<file path="src/design/rhh_pkg.sv">
// ----------------------------------------------------------------------------
// rhh_pkg
// Shared constants and types for the Robin Hood hash table.
// ----------------------------------------------------------------------------
package rhh_pkg;
  localparam int TableSlots = 256;
  localparam int ValueBits  = 32;
  localparam int SlotBits   = $clog2(TableSlots);
  localparam int DistBits   = SlotBits;
  localparam int CountBits  = SlotBits + 1;
  localparam int KeyBits    = 64;
  localparam int EntryBits  = KeyBits + ValueBits + DistBits;
  localparam logic [8:0] MaxEntriesReset = 9'd179;

  localparam logic [1:0] ST_DONE     = 2'd0;
  localparam logic [1:0] ST_FULL     = 2'd1;
  localparam logic [1:0] ST_ZERO_KEY = 2'd2;

  localparam logic REQ_INSERT = 1'b0;
  localparam logic REQ_LOOKUP = 1'b1;

  typedef enum logic [1:0] {
    OP_INSERT,
    OP_LOOKUP,
    OP_REFUSE
  } op_t;

  // classified request between front and back
  typedef struct packed {
    op_t                  op;
    logic [1:0]           status;
    logic [KeyBits-1:0]   key;
    logic [ValueBits-1:0] value;
  } cmd_t;

  typedef enum logic [2:0] {
    S_IDLE,
    S_READ,
    S_PROBE,
    S_RESULT
  } state_t;
endpackage

</file>
<file path="src/design/rhh_front.sv">
// ----------------------------------------------------------------------------
// rhh_front
// Accepts requests, refuses key zero, and holds a two-entry command queue.
// ----------------------------------------------------------------------------
module rhh_front (
  input  logic                           clk,
  input  logic                           rst,
  input  logic                           in_valid,
  output logic                           in_ready,
  input  logic                           req_type,
  input  logic [rhh_pkg::KeyBits-1:0]    key,
  input  logic [rhh_pkg::ValueBits-1:0]  value,
  output logic                           cmd_valid,
  input  logic                           cmd_ready,
  output rhh_pkg::cmd_t                  cmd
);
  rhh_pkg::cmd_t q [2];
  logic          wr_ptr;
  logic          rd_ptr;
  logic [1:0]    fill;
  rhh_pkg::cmd_t in_cmd;
  logic          push;
  logic          pop;

  always_comb begin
    in_cmd.key    = key;
    in_cmd.value  = value;
    in_cmd.status = rhh_pkg::ST_DONE;
    if (key == '0) begin
      in_cmd.op     = rhh_pkg::OP_REFUSE;
      in_cmd.status = rhh_pkg::ST_ZERO_KEY;
    end else if (req_type == rhh_pkg::REQ_LOOKUP) begin
      in_cmd.op = rhh_pkg::OP_LOOKUP;
    end else begin
      in_cmd.op = rhh_pkg::OP_INSERT;
    end
  end

  assign in_ready  = (fill != 2'd2);
  assign push      = in_valid && in_ready;
  assign cmd_valid = (fill != 2'd0);
  assign pop       = cmd_valid && cmd_ready;
  assign cmd       = q[rd_ptr];

  always_ff @(posedge clk) begin
    if (push) begin
      q[wr_ptr] <= in_cmd;
    end
  end

  always_ff @(posedge clk) begin
    if (rst) begin
      wr_ptr <= 1'b0;
      rd_ptr <= 1'b0;
      fill   <= 2'd0;
    end else begin
      if (push) wr_ptr <= ~wr_ptr;
      if (pop) rd_ptr <= ~rd_ptr;
      fill <= fill + {1'b0, push} - {1'b0, pop};
    end
  end

`ifndef NO_ASSERTIONS
  a_fill_range: assert property (@(posedge clk) disable iff (rst) fill != 2'd3)
    else $error("queue fill out of range");
  a_ptr_match: assert property (@(posedge clk) disable iff (rst)
    (fill == 2'd0 || fill == 2'd2) |-> (wr_ptr == rd_ptr))
    else $error("queue pointers disagree with fill");
  a_fill_step: assert property (@(posedge clk) disable iff (rst)
    (push && !pop) |=> fill == $past(fill) + 2'd1)
    else $error("queue fill did not advance");
`endif
endmodule

</file>
<file path="config.mk">
export PLATFORM = sky130hd
export DESIGN_NAME = rhh_front
export DESIGN_NICKNAME = d
export VERILOG_FILES = /design/src/design/rhh_pkg.sv /design/src/design/rhh_front.sv
export SDC_FILE = /design/constraint.sdc
export NUM_CORES = 1
export LEC_CHECK = 0
export BUFFER_PORTS_ARGS = -buffer_cell sky130_fd_sc_hd__buf_2
export CAP_MARGIN = 20
export CORE_ASPECT_RATIO = 1.25
export CORE_MARGIN = 3
export CORE_UTILIZATION = 54
export CTS_BUF_LIST = sky130_fd_sc_hd__clkbuf_4 sky130_fd_sc_hd__clkbuf_8
export DETAILED_ROUTE_END_ITERATION = 7
export PLACE_DENSITY = 0.82
export SYNTH_ARGS = -nofsm -noshare
export SYNTH_HDL_FRONTEND = slang
export SYNTH_SLANG_ARGS = --single-unit
</file>
<file path="constraint.sdc">
create_clock -name clk -period 5.93 [get_ports clk]
set_input_delay 0.2965 -clock clk [delete_from_list [all_inputs] [get_ports clk]]
set_output_delay 0.2965 -clock clk [all_outputs]
set_load 0.02 [all_outputs]
</file>
* Yosys cells after proc, flatten, opt, wreduce, memory -nomap -nowiden *
Memory sizes are Yosys's and may differ from the RTL's. A register that Yosys moved wholly into a read port is not among the register bits.
Cells that the tools add are included.

operators by class
  bitwise logic cells = 2
  reduce and logical (&&, ||, !) cells = 4
  $add $sub $neg = 2
  muxes and demuxes = 7
  eq/ne operators = 1

operators with widths
  cell                  number
  $logic_not A64 Y1     1
  $mux W1               5
  $mux W2               2
  $add A2 B1 Y2         1
  $logic_and A1 B1 Y1   2
  $ne A2 B2 Y1 const B  1
  $not A1 Y1            2
  $reduce_bool A2 Y1    1
  $sub A2 B1 Y2         1

word-level totals
  RAM bits = 200
  memories kept = 1
  register bits = 4
  word-level logic and storage cells = 20
  bits of input ports = 101
  output and inout port bits = 102

memory list
  memory  words  width  rd ports  clocked after memory_dff  wr ports  line             RTL
  q       2      100    1         1                         1         rhh_front.sv:17  rhh_pkg::cmd_t q [2];

* Depth between registers and ports, before layout *
  depth in word-level cells = 4
  mapped depth = 8

* Worst setup path before layout *
OpenSTA, ideal clock, no wires.

  kind = register to register
  start = register fill[0]
  end = memory q[0][0] in the netlist's numbering, enable pin
  buffers on the path = 0
  path slack = 0.564 ns
  stages on the path, launching flop included = 4
  arrival = 4.811 ns
  data required time = 5.374 ns
  period minus slack after synthesis = 5.366 ns
  library setup time = 0.556 ns
  path through = dfxtp_1 nand2b_1 nand2_1 nor2_1

on the way
  word-level cells in the longest chain between the ends = 4

RTL lines
  element                        line             RTL
  start: declaration             rhh_front.sv:20  logic [1:0] fill;
  start signal: assignment       rhh_front.sv:59  fill <= fill + {1'b0, push} - {1'b0, pop};
  $ne A2 B2 Y1                   rhh_front.sv:39  assign in_ready = (fill != 2'd2);
  net in_ready                   rhh_front.sv:9   output logic in_ready,
  $logic_and A1 B1 Y1            rhh_front.sv:40  assign push = in_valid && in_ready;
  $mux W1                        rhh_front.sv:46  if (push) begin
  $mux W1 (not written as such)  rhh_front.sv:47  q[wr_ptr] <= in_cmd;
  end: declaration               rhh_front.sv:17

The timed path passes the listed nets, and every way through them passes these cells.

==> results.toml <==
[worst_setup_path]
cp.arrival_ns = 2.60
worstReg2RegStart = "fill[0]"
critPathRequiredTime_ns = 5.63
worst-path-max-fanout = 54
endpoint = "cmd[51]"
r2r_cells = 3
end_kind = "output pin"
r2r-end = "q[1][58]"
worstSetupStartpointType = "flop"
r2r_setup_slack_ns = 3.64
crit_type = "reg2out"

[run]
cap_viol_max_count = 0

[power_and_ir_drop]
seqPwrFrac_pct = 46.7
ir_drop_mv = 0.3320
p_clk_share_pct = 26.0
internal_power_mw = 2.832
finalPower_mw = 4.057
switching_power_mw = 1.226
power_density_nw_per_um2 = 399.2
netSwitchingFraction_pct = 30.21
leakagePower_nw = 3.835
combPwrFrac_pct = 27.4

[min_path]
hold_class = "in2reg"
whs_path_depth = 2

[timing]
timing.final.crit_share_pct = 48.81
skew_ns = 0.01473
fin_crit_ns = 2.894
clock.fmax_mhz = 345.5
setup_viol = 0
finalSetupTns_ns = 0
slew_headroom_pct = 51.67
layout_setup_ws_ns = 3.036
final_hold_viol_count = 0
worstMarginPinSlew_ns = 0.7250
drv_slew = 0
rsz0062_at_grt = "no"

[global_route]
grt-ovfl-total = 0
grt_pass1_vias = 4847
grt_max_degree = 55
grt_pass1_wl_microns = 25440
antenna_found_initial = 1
grt_use_total_pct = 21.47

[cells_and_area]
fin_area_sq_um = 10160
area_delta_synth_final_pct = 36.64
n_antenna_cell = 0
fillerInstances = 754
stdcell_count = 865
layout-drive-gt1-share_pct = 51.73
final_cell_mix = "buf_2, edfxtp_1, mux2_2"
final_common_cell = "buf_2"
layout.nets = 776

[status]
status = "completed"

[yosys]
yosysSeqAreaShare_pct = 80.47
synth_area_sq_um = 7438
ys_seq_elements = 201
synth_cells = 353
syn_area_per_cell_sq_um = 21.07
synth_nets = 456
yosysUniqueCellTypes = 20
yosysWarnings = 0

[routing]
wl_met1_microns = 6219
dr.first_iter.drc_count = 173
dr_wl_met3_microns = 1027
wl_per_cell_microns = 19.44
ant_nets = 0
vias = 4426
firstDrtPassIters = 4
wl_microns = 16820
drc = 0
top_layer = "met5"
avgViaCountPerCell = 5.117
wl_met2_microns = 9070

[clock_tree]
ctsResizeCount = 0
cts_hold_buf = 97
cts_max_level = 1
cts_sinks = 201
cts_inserted_buffers = 29
worstSkewPairLatency_ns = 0.53
clk_pin_slew_ns = 0.06
cts-root-buf = "clkbuf_8"
cts_tree = "done"
post_cts_buffers = 0
clockBufferDepth = 3

[placement]
place_ws_ns = 3.588
placed_cells = 716
gp_congestion = 0.7840
dp.final_hpwl_microns = 9806
place_area_sq_um = 8627
portBuffers = 201

[die]
num_io_pins = 203
initial_core_util_pct = 55.72
die-area_sq_um = 15230
std_cell_rows = 47
fp.dieH_microns = 137.2
core_area_sq_um = 13350
die_w_microns = 111.0
## cell type report
class / count / area [sq um] / area share [%]
multi-input combinational: 138 / 1384 / 13.62
timing repair buffer: 302 / 2007 / 19.75
clock buffer: 47 / 540.5 / 5.318
sequential: 201 / 5989 / 58.93
clock inverter: 5 / 25.02 / 0.2462
tap: 171 / 214.0 / 2.105
inverter: 1 / 3.754 / 0.03693
## per-stage QoR
stage / util, % / hold WS (ns)
floorplan: - / 0.3681
global placement: 64.63 / 0.4857
detailed placement: 64.63 / 0.4875
CTS: 76.14 / 0.08505
global route: 76.14 / 0.1141
finish: 76.14 / 0.1126
## cells by family after synthesis
| logic type | share of synthesized area, % |
|---|---|
| other | 0.05041 |
| AND/OR/NAND/NOR | 2.742 |
| flip-flops | 80.47 |
| multiplexers | 14.84 |
| adder cells (fa/ha/maj) | 0.3364 |
| XOR/XNOR | 0.4711 |
| buffers and inverters | 1.093 |
## worst max-delay path: stages (launching register included)
cell and delay, ns:
dfxtp_4 0.72, buf_4 0.67, mux2_2 0.43, buf_2 0.17
## metal layers
metal  track usage (%)  vias up
met4             8.077        2
met2             39.98      176
li1                  -     2058
met5                 0        -
met3             4.569       42
met1             24.41     2148
## cell usage after synthesis (all sizes together)
library cell | instances | area, sq um
edfxtp | 196 | 5886
buf | 13 | 77.58
nand2 | 1 | 3.750
mux2 | 98 | 1104
and3 | 1 | 6.260
conb | 1 | 3.750
nor2b | 2 | 12.51
ha | 2 | 25.02
xnor2 | 2 | 17.52
nor2 | 5 | 18.77
inv | 1 | 3.750
nand4 | 4 | 25.02
and2 | 1 | 6.260
dfxtp | 5 | 100.1
nor4 | 17 | 118.9
xor2 | 2 | 17.52
nand2b | 1 | 6.260
or2 | 1 | 6.260
## power groups by stage
stage | combinational [mW] | sequential [mW] | clock, mW
6_report | 1.11 | 1.89 | 1.05
5_1_grt | 1.18 | 1.91 | 1.14
4_1_cts | 1.11 | 1.89 | 1.06
3_5_place_dp | 1.05 | 1.92 | 0
3_3_place_gp | 1.04 | 1.91 | 0
2_1_floorplan | 0.754 | 1.89 | 0
## flip-flops by register name, summed over array words and instances, names as in the netlist, named ones only
signal,flops
rd_ptr,1
wr_ptr,1
fill,2
q,196
## worst min path at each step
stage	from	end	slack [ns]
after floorplan	rst	fill[0]	0.37
after global placement	value[30]	q[0][30]	0.49
after detailed placement	value[28]	q[1][28]	0.49
after CTS	req_type	q[1][98]	0.09
after global routing	req_type	q[0][98]	0.11
final	req_type	q[1][98]	0.11
(Power assumes the default switching activity.)
